**src/rtl/sfva_pkg.sv**
```systemverilog
// ----------------------------------------------------------------------------
// sfva_pkg
// Shared types and constants of the sound-effect voice allocator.
// ----------------------------------------------------------------------------
package sfva_pkg;

    localparam int CHANNELS = 8;
    localparam int CH_W = (CHANNELS > 1) ? $clog2(CHANNELS) : 1;
    localparam int QDEPTH = 2;

    localparam logic ACT_TICK = 1'b0;
    localparam logic ACT_PLAY = 1'b1;

    localparam logic [1:0] KIND_ACCEPT = 2'd0;
    localparam logic [1:0] KIND_REJECT = 2'd1;
    localparam logic [1:0] KIND_UPDATE = 2'd2;
    localparam logic [1:0] KIND_END    = 2'd3;

    typedef struct packed {
        logic        action;
        logic [15:0] start_hz;
        logic [15:0] end_hz;
        logic [15:0] length_ms;
        logic [7:0]  effect_priority;
        logic [7:0]  waveform;
        logic [7:0]  loudness;
    } in_word_t;

    typedef struct packed {
        logic [1:0]  kind;
        logic [2:0]  channel;
        logic [15:0] frequency_hz;
        logic [7:0]  wave_out;
        logic [7:0]  volume_out;
        logic        restore_song_voice;
        logic        last;
    } out_word_t;

    // Classified command handed from front to back.
    typedef struct packed {
        logic        is_play;
        logic        reject;
        logic [15:0] start_hz;
        logic [15:0] end_hz;
        logic [15:0] length_ms;
        logic [7:0]  effect_priority;
        logic [7:0]  waveform;
        logic [7:0]  loudness;
    } cmd_t;

endpackage

```
**src/rtl/sfva_front.sv**
```systemverilog
// ----------------------------------------------------------------------------
// sfva_front
// Accept input words, flag zero-length plays, queue commands for the back end.
// ----------------------------------------------------------------------------
module sfva_front (
    input  logic              clk,
    input  logic              rst_n,
    input  logic              in_valid,
    output logic              in_ready,
    input  sfva_pkg::in_word_t in_data,
    output logic              cmd_valid,
    input  logic              cmd_ready,
    output sfva_pkg::cmd_t    cmd_data
);
    import sfva_pkg::*;

    localparam int PW = $clog2(QDEPTH);

    cmd_t            q_mem [QDEPTH];
    logic [PW-1:0]   wr_ptr_reg;
    logic [PW-1:0]   rd_ptr_reg;
    logic [PW:0]     count_reg;
    cmd_t            cmd_in;
    logic            push;
    logic            pop;

    always_comb
    begin
        cmd_in.is_play         = (in_data.action == ACT_PLAY);
        cmd_in.reject          = (in_data.length_ms == 16'd0);
        cmd_in.start_hz        = in_data.start_hz;
        cmd_in.end_hz          = in_data.end_hz;
        cmd_in.length_ms       = in_data.length_ms;
        cmd_in.effect_priority = in_data.effect_priority;
        cmd_in.waveform        = in_data.waveform;
        cmd_in.loudness        = in_data.loudness;
    end

    assign in_ready  = (count_reg != (PW+1)'(QDEPTH));
    assign cmd_valid = (count_reg != '0);
    assign cmd_data  = q_mem[rd_ptr_reg];
    assign push      = in_valid && in_ready;
    assign pop       = cmd_valid && cmd_ready;

    always_ff @(posedge clk)
    begin
        if (push)
        begin
            q_mem[wr_ptr_reg] <= cmd_in;
        end
    end

    always_ff @(posedge clk or negedge rst_n)
    begin
        if (!rst_n)
        begin
            wr_ptr_reg <= '0;
            rd_ptr_reg <= '0;
            count_reg  <= '0;
        end
        else
        begin
            if (push)
            begin
                wr_ptr_reg <= wr_ptr_reg + 1'b1;
            end
            if (pop)
            begin
                rd_ptr_reg <= rd_ptr_reg + 1'b1;
            end
            count_reg <= count_reg + (PW+1)'(push) - (PW+1)'(pop);
        end
    end

`ifndef NO_ASSERTIONS
    a_count_range: assert property (@(posedge clk) disable iff (!rst_n)
        count_reg <= (PW+1)'(QDEPTH))
        else $error("queue overflow");
    a_full_block: assert property (@(posedge clk) disable iff (!rst_n)
        (count_reg == (PW+1)'(QDEPTH)) |-> !in_ready)
        else $error("accept while full");
    a_pop_count: assert property (@(posedge clk) disable iff (!rst_n)
        (pop && !push) |=> (count_reg == $past(count_reg) - 1'b1))
        else $error("pop count");
`endif

endmodule

```
**src/rtl/sfva_div.sv**
```systemverilog
// ----------------------------------------------------------------------------
// sfva_div
// Restoring divider: 32-bit magnitude by 16-bit divisor, one bit per cycle.
// ----------------------------------------------------------------------------
module sfva_div (
    input  logic        clk,
    input  logic        rst_n,
    input  logic        start,
    input  logic [31:0] dividend,
    input  logic [15:0] divisor,
    output logic        done,
    output logic [31:0] quotient
);
    logic [31:0] quo_reg;
    logic [16:0] rem_reg;
    logic [15:0] dvs_reg;
    logic [5:0]  cnt_reg;
    logic        busy_reg;
    logic        done_reg;
    logic [16:0] trial;
    logic [16:0] shifted;

    assign shifted  = {rem_reg[15:0], quo_reg[31]};
    assign trial    = shifted - {1'b0, dvs_reg};
    assign done     = done_reg;
    assign quotient = quo_reg;

    always_ff @(posedge clk)
    begin
        if (start)
        begin
            quo_reg <= dividend;
            rem_reg <= '0;
            dvs_reg <= divisor;
        end
        else if (busy_reg)
        begin
            if (!trial[16])
            begin
                rem_reg <= trial;
                quo_reg <= {quo_reg[30:0], 1'b1};
            end
            else
            begin
                rem_reg <= shifted;
                quo_reg <= {quo_reg[30:0], 1'b0};
            end
        end
    end

    always_ff @(posedge clk or negedge rst_n)
    begin
        if (!rst_n)
        begin
            busy_reg <= 1'b0;
            done_reg <= 1'b0;
            cnt_reg  <= '0;
        end
        else
        begin
            done_reg <= 1'b0;
            if (start)
            begin
                busy_reg <= 1'b1;
                cnt_reg  <= 6'd0;
            end
            else if (busy_reg)
            begin
                cnt_reg <= cnt_reg + 6'd1;
                if (cnt_reg == 6'd31)
                begin
                    busy_reg <= 1'b0;
                    done_reg <= 1'b1;
                end
            end
        end
    end

endmodule

```
**src/rtl/sfva_back.sv**
```systemverilog
// ----------------------------------------------------------------------------
// sfva_back
// Slot table, channel choice on play, per-channel sweep on tick.
// ----------------------------------------------------------------------------
module sfva_back (
    input  logic                clk,
    input  logic                rst_n,
    input  logic [7:0]          song_voice_mask,
    input  logic                cmd_valid,
    output logic                cmd_ready,
    input  sfva_pkg::cmd_t      cmd_data,
    output logic                out_valid,
    input  logic                out_ready,
    output sfva_pkg::out_word_t out_data
);
    import sfva_pkg::*;

    typedef enum logic [2:0] {
        S_IDLE, S_PICK, S_SCAN, S_MUL, S_DIV, S_EMIT
    } state_t;

    state_t            state_reg;
    logic [CH_W-1:0]   ch_reg;
    logic [CH_W-1:0]   best_reg;
    logic              found_reg;
    logic              play_reg;
    cmd_t              cmd_reg;
    out_word_t         out_reg;
    logic              out_valid_reg;
    logic              pend_reg;
    out_word_t         pend_word_reg;
    logic [31:0]       mag_reg;
    logic              neg_reg;

    logic [CHANNELS-1:0] active_reg;
    logic [CHANNELS-1:0] restore_reg;
    logic [7:0]          prio_reg   [CHANNELS];
    logic [15:0]         start_reg  [CHANNELS];
    logic [15:0]         endhz_reg  [CHANNELS];
    logic [15:0]         len_reg    [CHANNELS];
    logic [15:0]         elap_reg   [CHANNELS];

    logic [CHANNELS-1:0] song_use;
    logic                found_a;
    logic                found_b;
    logic [CH_W-1:0]     ch_a;
    logic [CH_W-1:0]     ch_b;
    logic [15:0]         elap_inc;
    logic signed [16:0]  span;
    logic                div_start;
    logic                div_done;
    logic [31:0]         div_q;
    logic [16:0]         hz_sum;
    logic                last_ch;
    logic                more_after;

    sfva_div u_div (
        .clk      (clk),
        .rst_n    (rst_n),
        .start    (div_start),
        .dividend (mag_reg),
        .divisor  (len_reg[ch_reg]),
        .done     (div_done),
        .quotient (div_q)
    );

    always_comb
    begin
        for (int c = 0; c < CHANNELS; c++)
        begin
            song_use[c] = (c < 8) ? song_voice_mask[c % 8] : 1'b0;
        end
        found_a = 1'b0;
        found_b = 1'b0;
        ch_a    = '0;
        ch_b    = '0;
        for (int c = 0; c < CHANNELS; c++)
        begin
            if (!active_reg[c] && !song_use[c])
            begin
                found_a = 1'b1;
                ch_a    = CH_W'(c);
            end
            if (!active_reg[c])
            begin
                found_b = 1'b1;
                ch_b    = CH_W'(c);
            end
        end
    end

    assign elap_inc   = (elap_reg[ch_reg] < 16'hFFFF) ? elap_reg[ch_reg] + 16'd1
                                                      : elap_reg[ch_reg];
    assign span       = $signed({1'b0, endhz_reg[ch_reg]}) - $signed({1'b0, start_reg[ch_reg]});
    assign div_start  = (state_reg == S_MUL);
    assign last_ch    = (ch_reg == CH_W'(CHANNELS - 1));
    assign hz_sum     = neg_reg ? ({1'b0, start_reg[ch_reg]} - div_q[16:0])
                                : ({1'b0, start_reg[ch_reg]} + div_q[16:0]);
    assign more_after = ((active_reg >> ch_reg) >> 1) != '0;
    assign cmd_ready  = (state_reg == S_IDLE) && !pend_reg;
    assign out_valid  = out_valid_reg;
    assign out_data   = out_reg;

    always_ff @(posedge clk)
    begin
        case (state_reg)
            S_IDLE:
            begin
                if (cmd_valid && cmd_ready)
                begin
                    cmd_reg <= cmd_data;
                end
            end
            S_SCAN:
            begin
                if (!play_reg && active_reg[ch_reg] && !pend_reg)
                begin
                    elap_reg[ch_reg] <= elap_inc;
                end
                if (!active_reg[ch_reg] && play_reg && found_reg)
                begin
                    start_reg[best_reg] <= cmd_reg.start_hz;
                    endhz_reg[best_reg] <= cmd_reg.end_hz;
                    len_reg[best_reg]   <= cmd_reg.length_ms;
                    elap_reg[best_reg]  <= 16'd0;
                end
            end
            S_PICK:
            begin
                if (found_reg)
                begin
                    start_reg[best_reg] <= cmd_reg.start_hz;
                    endhz_reg[best_reg] <= cmd_reg.end_hz;
                    len_reg[best_reg]   <= cmd_reg.length_ms;
                    elap_reg[best_reg]  <= 16'd0;
                end
            end
            default:
            begin
            end
        endcase
    end

    always_ff @(posedge clk or negedge rst_n)
    begin
        if (!rst_n)
        begin
            state_reg     <= S_IDLE;
            ch_reg        <= '0;
            best_reg      <= '0;
            found_reg     <= 1'b0;
            play_reg      <= 1'b0;
            out_valid_reg <= 1'b0;
            out_reg       <= '0;
            pend_reg      <= 1'b0;
            pend_word_reg <= '0;
            mag_reg       <= '0;
            neg_reg       <= 1'b0;
            active_reg    <= '0;
            restore_reg   <= '0;
            for (int c = 0; c < CHANNELS; c++)
            begin
                prio_reg[c] <= 8'd0;
            end
        end
        else
        begin
            if (pend_reg && (!out_valid_reg || out_ready))
            begin
                out_reg       <= pend_word_reg;
                out_valid_reg <= 1'b1;
                pend_reg      <= 1'b0;
            end
            else if (out_valid_reg && out_ready)
            begin
                out_valid_reg <= 1'b0;
            end
            case (state_reg)
                S_IDLE:
                begin
                    if (cmd_valid && cmd_ready)
                    begin
                        ch_reg <= '0;
                        if (!cmd_data.is_play)
                        begin
                            play_reg  <= 1'b0;
                            state_reg <= S_SCAN;
                        end
                        else if (cmd_data.reject)
                        begin
                            pend_word_reg <= {KIND_REJECT, 3'd0, 16'd0, 8'd0, 8'd0,
                                              1'b0, 1'b1};
                            pend_reg      <= 1'b1;
                        end
                        else if (found_a || found_b)
                        begin
                            play_reg  <= 1'b1;
                            found_reg <= 1'b1;
                            best_reg  <= found_a ? ch_a : ch_b;
                            state_reg <= S_PICK;
                        end
                        else
                        begin
                            play_reg  <= 1'b1;
                            found_reg <= 1'b0;
                            best_reg  <= '0;
                            state_reg <= S_SCAN;
                        end
                    end
                end
                S_SCAN:
                begin
                    if (play_reg)
                    begin
                        // steal search: strict lower priority, lowest index on tie
                        if (prio_reg[ch_reg] < cmd_reg.effect_priority &&
                            (!found_reg || prio_reg[ch_reg] < prio_reg[best_reg]))
                        begin
                            found_reg <= 1'b1;
                            best_reg  <= ch_reg;
                        end
                        if (last_ch)
                        begin
                            state_reg <= S_PICK;
                        end
                        else
                        begin
                            ch_reg <= ch_reg + 1'b1;
                        end
                    end
                    else if (!active_reg[ch_reg])
                    begin
                        if (last_ch)
                        begin
                            state_reg <= S_IDLE;
                        end
                        else
                        begin
                            ch_reg <= ch_reg + 1'b1;
                        end
                    end
                    else if (!pend_reg)
                    begin
                        if (elap_inc >= len_reg[ch_reg])
                        begin
                            active_reg[ch_reg] <= 1'b0;
                            pend_word_reg      <= {KIND_END, 3'(ch_reg), 16'd0, 8'd0, 8'd0,
                                                   restore_reg[ch_reg] &&
                                                   (song_voice_mask != 8'd0),
                                                   !more_after};
                            pend_reg           <= 1'b1;
                            if (last_ch || !more_after)
                            begin
                                state_reg <= S_IDLE;
                            end
                            else
                            begin
                                ch_reg <= ch_reg + 1'b1;
                            end
                        end
                        else
                        begin
                            neg_reg   <= span[16];
                            mag_reg   <= 32'(span[16] ? -span : span) * 32'(elap_inc);
                            state_reg <= S_MUL;
                        end
                    end
                end
                S_MUL:
                begin
                    state_reg <= S_DIV;
                end
                S_DIV:
                begin
                    if (div_done)
                    begin
                        state_reg <= S_EMIT;
                    end
                end
                S_EMIT:
                begin
                    if (!pend_reg)
                    begin
                        pend_word_reg <= {KIND_UPDATE, 3'(ch_reg), hz_sum[15:0], 8'd0, 8'd0,
                                          1'b0, !more_after};
                        pend_reg      <= 1'b1;
                        if (last_ch || !more_after)
                        begin
                            state_reg <= S_IDLE;
                        end
                        else
                        begin
                            ch_reg    <= ch_reg + 1'b1;
                            state_reg <= S_SCAN;
                        end
                    end
                end
                S_PICK:
                begin
                    pend_reg <= 1'b1;
                    if (found_reg)
                    begin
                        active_reg[best_reg]  <= 1'b1;
                        prio_reg[best_reg]    <= cmd_reg.effect_priority;
                        restore_reg[best_reg] <= song_use[best_reg];
                        pend_word_reg         <= {KIND_ACCEPT, 3'(best_reg), cmd_reg.start_hz,
                                                  cmd_reg.waveform, cmd_reg.loudness,
                                                  1'b0, 1'b1};
                    end
                    else
                    begin
                        pend_word_reg <= {KIND_REJECT, 3'd0, 16'd0, 8'd0, 8'd0, 1'b0, 1'b1};
                    end
                    state_reg <= S_IDLE;
                end
                default:
                begin
                    state_reg <= S_IDLE;
                end
            endcase
        end
    end

`ifndef NO_ASSERTIONS
    a_hold_out: assert property (@(posedge clk) disable iff (!rst_n)
        (out_valid_reg && !out_ready) |=> (out_valid_reg && $stable(out_reg)))
        else $error("result dropped under stall");
    a_busy_block: assert property (@(posedge clk) disable iff (!rst_n)
        (state_reg != S_IDLE) |-> !cmd_ready)
        else $error("command taken while busy");
    a_pick_sets: assert property (@(posedge clk) disable iff (!rst_n)
        (state_reg == S_PICK && found_reg) |=> active_reg[$past(best_reg)])
        else $error("allocated slot not active");
`endif

endmodule

```
**src/rtl/sound_effect_voice_allocator.sv**
```systemverilog
// ----------------------------------------------------------------------------
// sound_effect_voice_allocator
// Sound-effect channel allocator with priority stealing and linear sweeps.
// ----------------------------------------------------------------------------
// Input channel in_valid/in_ready carries a tick or play word; output channel
// out_valid/out_ready carries result words, the final one of each input
// flagged by last. song_voice_mask_we writes the song channel mask.
// A front stage queues up to two classified words; the back end runs one
// word at a time. A play with a free channel goes through the pick state;
// one rejected for zero length is flagged directly from idle; with no free
// channel a steal search over every channel comes first. A tick walks the
// channels up to the last active one: idle and ending channels are handled
// in S_SCAN, a sweeping one goes through the bit-serial 32-bit divider.
// Reset frees all slots and clears priorities and the mask; no output is pending.
// When the receiver stalls, one result is held in the output register and
// one more waits in a pending stage; the back end then waits and the
// front queue fills before in_ready drops.
// ----------------------------------------------------------------------------
module sound_effect_voice_allocator (
    input  logic                clk,
    input  logic                rst_n,
    input  logic                in_valid,
    output logic                in_ready,
    input  sfva_pkg::in_word_t  in_data,
    output logic                out_valid,
    input  logic                out_ready,
    output sfva_pkg::out_word_t out_data,
    input  logic                song_voice_mask_we,
    input  logic [7:0]          song_voice_mask_wdata
);
    import sfva_pkg::*;

    logic       cmd_valid;
    logic       cmd_ready;
    cmd_t       cmd_data;
    logic [7:0] mask_reg;

    always_ff @(posedge clk or negedge rst_n)
    begin
        if (!rst_n)
        begin
            mask_reg <= 8'd0;
        end
        else if (song_voice_mask_we)
        begin
            mask_reg <= song_voice_mask_wdata;
        end
    end

    sfva_front u_front (
        .clk       (clk),
        .rst_n     (rst_n),
        .in_valid  (in_valid),
        .in_ready  (in_ready),
        .in_data   (in_data),
        .cmd_valid (cmd_valid),
        .cmd_ready (cmd_ready),
        .cmd_data  (cmd_data)
    );

    sfva_back u_back (
        .clk             (clk),
        .rst_n           (rst_n),
        .song_voice_mask (mask_reg),
        .cmd_valid       (cmd_valid),
        .cmd_ready       (cmd_ready),
        .cmd_data        (cmd_data),
        .out_valid       (out_valid),
        .out_ready       (out_ready),
        .out_data        (out_data)
    );

endmodule
```
**config.mk**
```make
export PLATFORM = sky130hd
export DESIGN_NAME = sound_effect_voice_allocator
export DESIGN_NICKNAME = d
export VERILOG_FILES = /design/src/rtl/sfva_pkg.sv /design/src/rtl/sfva_front.sv /design/src/rtl/sfva_div.sv /design/src/rtl/sfva_back.sv /design/src/rtl/sound_effect_voice_allocator.sv
export SDC_FILE = /design/constraint.sdc
export NUM_CORES = 2
export LEC_CHECK = 0
export BUFFER_PORTS_ARGS = -buffer_cell sky130_fd_sc_hd__buf_4
export CAP_MARGIN = 20
export CORE_MARGIN = 2
export CORE_UTILIZATION = 47
export CTS_CLUSTER_SIZE = 24
export DETAILED_ROUTE_END_ITERATION = 8
export PLACE_DENSITY_LB_ADDON = 0.08
export SETUP_SLACK_MARGIN = 0.2
export SYNTH_ARGS = -nofsm -noshare
export SYNTH_HDL_FRONTEND = slang
export SYNTH_SLANG_ARGS = --single-unit
```
**constraint.sdc**
```tcl
create_clock -name clk -period 12.1 [get_ports clk]
set_clock_uncertainty 0.15 [all_clocks]
set_input_delay 0.605 -clock clk [delete_from_list [all_inputs] [get_ports clk]]
set_output_delay 0.605 -clock clk [all_outputs]
set_load 0.03 [all_outputs]
```
Word level (Yosys, flattened, before mapping)

Memories as Yosys holds them, arrays and structs flattened.
Index checks and enable logic that the tools add are counted.

Register bits: 360
Bits in latches: 0
Bits in writable memories: 660
Memory bits (read-only): 0
Memories kept: 5

Memories:

| memory           | words | bits a word | read ports | clocked after memory_dff | write ports | line             | RTL |
|---|---|---|---|---|---|---|---|
| u_front.q_mem    | 2     | 74          | 1          | 0                        | 1           | sfva_front.sv:19 | `cmd_t q_mem [QDEPTH];` |
| u_back.elap_reg  | 8     | 16          | 1          | 0                        | 1           | sfva_back.sv:41  | `logic [15:0] elap_reg [CHANNELS];` |
| u_back.endhz_reg | 8     | 16          | 1          | 0                        | 1           | sfva_back.sv:39  | `logic [15:0] endhz_reg [CHANNELS];` |
| u_back.len_reg   | 8     | 16          | 1          | 0                        | 1           | sfva_back.sv:40  | `logic [15:0] len_reg [CHANNELS];` |
| u_back.start_reg | 8     | 16          | 1          | 0                        | 1           | sfva_back.sv:38  | `logic [15:0] start_reg [CHANNELS];` |

Add/sub/neg operators: 12
Multiply operators: 1
Divide/modulo/power cells: 0
Magnitude comparators: 11
Eq/ne operators: 28
Shift-type cells: 1
Mux-type cells: 152
Bitwise operators: 12
Reduce and logical (&&, ||, !) cells: 69

Operators with widths:

| operator                                       | count |
|---|---|
| 2-to-1 mux 39 bit                              | 8 |
| one-hot mux 39 bit (4 select lines)            | 1 |
| 2-to-1 mux 16 bit                              | 8 |
| 2-to-1 mux 3 bit                               | 36 |
| 2-to-1 mux 32 bit                              | 3 |
| 2-to-1 mux 8 bit                               | 10 |
| bitwise mux 64 bit                             | 1 |
| 2-to-1 mux 1 bit                               | 61 |
| binary-select mux 8 bit (select 3 bit)         | 2 |
| 2-to-1 mux 38 bit                              | 1 |
| multiplier 32 x 16 -> 32 bit                   | 1 |
| negator 17 -> 32 bit                           | 1 |
| demux 8 bit (select 3 bit)                     | 1 |
| logical AND 1 bit                              | 22 |
| logical NOT 1 bit                              | 22 |
| subtractor 16 x 16 -> 17 bit                   | 1 |
| subtractor 17 x 16 -> 17 bit                   | 1 |
| adder 16 x 1 -> 16 bit (second input constant) | 1 |
| adder 16 bit                                   | 1 |
| greater-or-equal comparator 16 bit             | 1 |
| logical NOT 16 bit                             | 1 |
| < comparator 16 bit (second input constant)    | 1 |
| < comparator 8 bit                             | 2 |
| inequality test 2 bit (second input constant)  | 8 |
| 50 further kinds                               | 91 |

Longest topological paths before layout

Depth in word-level cells: 16
Mapped depth: 49
Depth with buffers taken out: 40

Hierarchy

A second synthesis with hierarchy kept.

Cell total of the unflattened synthesis: 4,202
Area total of the unflattened synthesis: 54,544.8 um2

By module, submodules not included:

| module                       | instances | cells an instance | area each (um2) |
|---|---|---|---|
| sfva_back                    | 1         | 3,613             | 44,701.6 |
| sfva_front                   | 1         | 257               | 5,791.8 |
| sfva_div                     | 1         | 315               | 3,719.8 |
| sound_effect_voice_allocator | 1         | 17                | 331.6 |

Least setup slack after synthesis

OpenSTA, ideal clock, no wires.

Kind: flip-flop to flip-flop
Start point: register u_back.ch_reg[2]
End point: register u_back.mag_reg[31]
Data arrival time: 10.784 ns
Required time: 11.881 ns
Path slack: 1.097 ns
Cell stages (with the launch flop): 42
Buffers on the path: 8
Clock period less this slack: 11.003 ns
Path through: dfrtp_1 > buf_2 > buf_2 > buf_2 > buf_2 > buf_1 > buf_1 > buf_1 > mux2_2 > a221oi_1 > o21ai_0 > ha_1 > o21a_1 > nor2_1 > a311oi_1 > nand4bb_1 > or3_1 > or3b_2 > [... 6 more ...] > fa_1 > fa_1 > inv_1 > fa_1 > inv_1 > fa_1 > inv_1 > ha_1 > and4_1 > and2_1 > a221oi_1 > nand3b_1 > o211a_1 > nor2_1 > a21oi_1 > or3_1 > mux2i_1 > nand3b_1

Word-level cells in the longest chain between the ends: 6

Ends and longest elaborated chain:

| item                                                         | line             | RTL |
|---|---|---|
| from (decl)                                                  | sfva_back.sv:23  | `logic [CH_W-1:0] ch_reg;` |
| from (signal assigned)                                       | sfva_back.sv:228 | `ch_reg <= ch_reg + 1'b1;` |
| from (signal assigned)                                       | sfva_back.sv:239 | `ch_reg <= ch_reg + 1'b1;` |
| from (signal assigned)                                       | sfva_back.sv:258 | `ch_reg <= ch_reg + 1'b1;` |
| branches (longest 6 deep; another with negator 17 -> 32 bit) | -                |  |
| to (signal assigned)                                         | sfva_back.sv:264 | `mag_reg <= 32'(span[16] ? -span : span) * 32'(elap_inc);` |
| to (decl)                                                    | sfva_back.sv:32  | `logic [31:0] mag_reg;` |

Several ways; the timed one is not identified. The select of a mux whose other input is x is not followed.
A chain may end at the register's enable or synchronous reset.

Worst setup path after layout

Start point: register u_back.ch_reg[1]
End point: register u_back.mag_reg[31]

Same word-level chain as after synthesis.

==> flow_summary.html <==
<table>
<tr><th>Metric</th><th>Value</th></tr>
<tr><th colspan="2">Worst setup path</th></tr>
<tr><td>Arr. time, crit path</td><td>11.66 ns</td></tr>
<tr><td>CP Capture Type</td><td>register</td></tr>
<tr><td>Worst setup path class</td><td>register to register</td></tr>
<tr><td>Reg2Reg Depth</td><td>39</td></tr>
<tr><td>Crit path max-delay cell type</td><td>sky130_fd_sc_hd__dfrtp_4</td></tr>
<tr><td>Worst setup SP type</td><td>register</td></tr>
<tr><td>FF-to-FF setup slack</td><td>0.89 ns</td></tr>
<tr><td>Cell seen most often among critical-path stages</td><td>sky130_fd_sc_hd__fa_1</td></tr>
<tr><td>Worst EP required</td><td>12.54 ns</td></tr>
<tr><td>Highest cell delay on the worst timing path</td><td>0.62 ns</td></tr>
<tr><td>Critical path peak fanout</td><td>25</td></tr>
<tr><th colspan="2">Logic synthesis</th></tr>
<tr><td>Unique cell type count in the Yosys netlist</td><td>94</td></tr>
<tr><td>Number of instances in the synthesized netlist</td><td>4198</td></tr>
<tr><td>Library cell with the largest summed area after synthesis</td><td>sky130_fd_sc_hd__edfxtp_1</td></tr>
<tr><td>Post-synth top flop</td><td>sky130_fd_sc_hd__edfxtp_1</td></tr>
<tr><td>Synthesized area</td><td>53690 um2</td></tr>
<tr><td>Number of warnings issued by yosys</td><td>0</td></tr>
<tr><td>Async set-or-reset flop fraction in the synthesized netlist</td><td>0.2196</td></tr>
<tr><td>Main area contributors after synthesis</td><td>sky130_fd_sc_hd__edfxtp_1 44%, sky130_fd_sc_hd__fa_1 11%, sky130_fd_sc_hd__dfrtp_1 10%</td></tr>
<tr><td>Fraction of synthesized cell area taken by the top area cell type</td><td>0.4363</td></tr>
<tr><td>Part of the Yosys area used for sequential elements</td><td>0.5466</td></tr>
<tr><td>Post-synth EDFFs</td><td>780</td></tr>
<tr><td>Mean instance size in the synthesized netlist</td><td>12.79 um2</td></tr>
<tr><td>Synthesized flop and latch total</td><td>1020</td></tr>
<tr><th colspan="2">Routing</th></tr>
<tr><td>Total wire length after detailed routing</td><td>143.1 mm</td></tr>
<tr><td>1st-iter DRT viols</td><td>2966</td></tr>
<tr><td>Post-route DRC</td><td>0</td></tr>
<tr><td>Average vias per placed instance</td><td>5.566</td></tr>
<tr><td>Count of antenna-violating nets left after detailed routing</td><td>0</td></tr>
<tr><td>Routed length per placed instance</td><td>23.20 um</td></tr>
<tr><td>Drt pass-1 iters</td><td>6</td></tr>
<tr><td>Via count</td><td>34320</td></tr>
<tr><th colspan="2">Timing</th></tr>
<tr><td>Min setup slack post-route</td><td>0.8870 ns</td></tr>
<tr><td>Final worst hold slack</td><td>0.07369 ns</td></tr>
<tr><td>Sum of negative setup slack</td><td>0 ns</td></tr>
<tr><td>Portion of the clock cycle consumed by the worst path in the final layout</td><td>0.9267</td></tr>
<tr><td>Transition at the pin with the smallest max-transition slack</td><td>1.136 ns</td></tr>
<tr><td>Final critical delay including setup and external delays</td><td>11.21 ns</td></tr>
<tr><td>Count of endpoints failing setup in the final report</td><td>0</td></tr>
<tr><td>Max Fclk</td><td>89.18 MHz</td></tr>
<tr><td>Pins Over Slew Limit</td><td>0</td></tr>
<tr><td>Max transition margin</td><td>0.2399</td></tr>
<tr><td>Final count of hold timing violations</td><td>0</td></tr>
<tr><td>Unrepaired setup endpoints after global routing</td><td>false</td></tr>
<tr><th colspan="2">Floorplanning</th></tr>
<tr><td>Starting utilization of the core area</td><td>0.4753</td></tr>
<tr><td>X dimension of the die</td><td>342.0 um</td></tr>
<tr><td>Cell row count</td><td>123</td></tr>
<tr><td>Die Y</td><td>342.0 um</td></tr>
<tr><td>Number of top-level pins</td><td>127</td></tr>
<tr><td>Area of the core</td><td>113000 um2</td></tr>
<tr><td>Die outline area</td><td>117000 um2</td></tr>
<tr><th colspan="2">Global route</th></tr>
<tr><td>Largest net degree at the start of global routing</td><td>132</td></tr>
<tr><td>First-pass GRT wire length</td><td>217.6 mm</td></tr>
<tr><td>Initial antenna violation count</td><td>1</td></tr>
<tr><td>Global-route congestion overflow total</td><td>0</td></tr>
<tr><td>Vias in the first global route</td><td>34540</td></tr>
<tr><td>Global-route usage over all layers</td><td>0.2474</td></tr>
<tr><th colspan="2">Min path</th></tr>
<tr><td>Number of stages on the worst hold path</td><td>2</td></tr>
<tr><td>Kind of path behind the tightest hold check</td><td>input pin to register</td></tr>
<tr><th colspan="2">Clocking</th></tr>
<tr><td>TritonCTS Buffers</td><td>110</td></tr>
<tr><td>Clock tree root driver cell</td><td>sky130_fd_sc_hd__clkbuf_16</td></tr>
<tr><td>Maximum level of the CTS H-tree</td><td>3</td></tr>
<tr><td>Clock-pin slew on the worst setup and hold paths</td><td>0.06 ns</td></tr>
<tr><td>TritonCTS clock tree</td><td>built</td></tr>
<tr><td>Skew-Pair Late Insertion Delay</td><td>0.71 ns</td></tr>
<tr><td>Maximum buffer depth of the clock tree</td><td>3</td></tr>
<tr><td>CTS Sinks</td><td>1020</td></tr>
<tr><th colspan="2">Placement</th></tr>
<tr><td>Port-buffer cells</td><td>126</td></tr>
<tr><td>DP Wirelength</td><td>97.47 mm</td></tr>
<tr><td>Placement Cell Area</td><td>57280 um2</td></tr>
<tr><td>Final RePlAce weighted congestion</td><td>0.9324</td></tr>
<tr><td>Setup Slack @ Placement</td><td>0.9546 ns</td></tr>
<tr><th colspan="2">Layout</th></tr>
<tr><td>Final net count</td><td>5114</td></tr>
<tr><td>Layout area overhead</td><td>14.98%</td></tr>
<tr><td>Number of inserted diodes</td><td>0</td></tr>
<tr><td>Post-layout instance area</td><td>61730 um2</td></tr>
<tr><td>Register with the most flip-flops</td><td>u_front.q_mem</td></tr>
<tr><td>Flip-flop count of the largest register after layout</td><td>148</td></tr>
<tr><td>Ratio of cells with drive above 1 in the final layout</td><td>0.1481</td></tr>
<tr><th colspan="2">Run status</th></tr>
<tr><td>Outcome</td><td>finished clean</td></tr>
<tr><th colspan="2">Job</th></tr>
<tr><td>Reported max-cap violation count</td><td>0</td></tr>
</table>
[repair_timing]
action,in CTS,in global routing
gates resized for setup,0,2
setup endpoints to repair,0,3
buffers inserted,0,1
hold buffers,82,0
endpoints found under the hold margin,247,0
[synthesized netlist by cell type, types with 30 or more instances]
master	instances
sky130_fd_sc_hd__a21o_1	31
sky130_fd_sc_hd__a21oi_1	138
sky130_fd_sc_hd__a22o_1	36
sky130_fd_sc_hd__a22oi_1	194
sky130_fd_sc_hd__and4_1	31
sky130_fd_sc_hd__clkbuf_1	121
sky130_fd_sc_hd__dfrtp_1	224
sky130_fd_sc_hd__edfxtp_1	780
sky130_fd_sc_hd__fa_1	307
sky130_fd_sc_hd__ha_1	151
sky130_fd_sc_hd__inv_1	433
sky130_fd_sc_hd__mux2_2	187
sky130_fd_sc_hd__mux2i_1	55
sky130_fd_sc_hd__nand2_1	400
sky130_fd_sc_hd__nand3_1	30
sky130_fd_sc_hd__nor2_1	242
sky130_fd_sc_hd__nor3_1	55
sky130_fd_sc_hd__o21ai_0	162
sky130_fd_sc_hd__xnor2_1	74
sky130_fd_sc_hd__xor2_1	54
[metal layers]
metal	global-route usage	share of wire	vias up
met5	0	0.00014	-
met1	0.3500	0.44	17500
li1	-	-	15570
met3	0.03895	0.059	222
met4	0.06817	0.029	2
met2	0.3986	0.47	1029
[kinds of logic after synthesis]
kind of cell | share of synthesized area
flip-flops | 0.5466
XOR/XNOR | 0.02251
AND/OR/NAND/NOR | 0.08250
multiplexers | 0.05849
adder cells (fa/ha/maj) | 0.1497
buffers and inverters | 0.04570
AO/OA/AOI/OAI | 0.09436
other | 0.0001399
[path summary, 6_finish.rpt]
check	to	from
min in group asynchronous	u_back.u_div.cnt_reg[3]	rst_n
max in group asynchronous	u_back.prio_reg[25]	rst_n
max reg2reg	u_back.mag_reg[31]	u_back.ch_reg[1]
min reg2reg	u_back.pend_word_reg[5]	u_back.cmd_reg[3]
max	u_back.mag_reg[31]	u_back.ch_reg[1]
min	mask_reg[0]	song_voice_mask_we
[layout by cell type, fill, tap and decap left out, types with 26 or more instances in the layout]
cell type,count
sky130_fd_sc_hd__a22o_1,36
sky130_fd_sc_hd__dlygate4sd3_1,82
sky130_fd_sc_hd__xnor2_1,74
sky130_fd_sc_hd__nand2b_1,27
sky130_fd_sc_hd__xor2_1,54
sky130_fd_sc_hd__mux2_2,187
sky130_fd_sc_hd__nor3_1,50
sky130_fd_sc_hd__a22oi_1,194
sky130_fd_sc_hd__edfxtp_1,780
sky130_fd_sc_hd__buf_4,246
sky130_fd_sc_hd__inv_1,433
sky130_fd_sc_hd__a221oi_1,26
sky130_fd_sc_hd__nand2_1,398
sky130_fd_sc_hd__and4_1,31
sky130_fd_sc_hd__nor2b_1,26
sky130_fd_sc_hd__a21oi_1,137
sky130_fd_sc_hd__nor2_1,232
sky130_fd_sc_hd__mux2i_1,55
sky130_fd_sc_hd__ha_1,151
sky130_fd_sc_hd__a21o_1,31
sky130_fd_sc_hd__dfrtp_1,220
sky130_fd_sc_hd__o21ai_0,162
sky130_fd_sc_hd__nand3_1,30
sky130_fd_sc_hd__fa_1,307
sky130_fd_sc_hd__clkbuf_16,110
sky130_fd_sc_hd__conb_1,105
[layout make-up]
class                   count  area (um2)
fillers                  9656       51230
flip-flops and latches   1020       29360
clock buffers             141        2949
clock inverters            67       649.4
multi-input cells        2664       22470
inverters                 441        1658
repair buffers            333        2770
well taps                1500        1877
[worst max-delay path, delay by kind of cell (launching register included)]
| family | cells | cell delay [ns] |
|---|---|---|
| adders and majority gates | 9 | 3.87 |
| and+or+nand+nor | 14 | 3.78 |
| AOI/OAI and AO/OA | 7 | 1.65 |
| DFF | 1 | 0.62 |
| xor gates and xnor gates | 2 | 0.57 |
| buffers and inverters | 6 | 0.32 |
| muxes | 1 | 0.12 |
[per-stage QoR]
| stage | util | instances |
|---|---|---|
| final | 0.5465 | 6166 |
| after floorplan | - | 4301 |
| after global placement | 0.5071 | 5875 |
| after global routing | 0.5465 | 6166 |
| after detailed placement | 0.5071 | 5875 |
| after CTS | 0.5462 | 6165 |
Power is left out: the tool's default activity adds up to more than one toggle a clock period on the data nets, which glitch-free logic cannot reach.
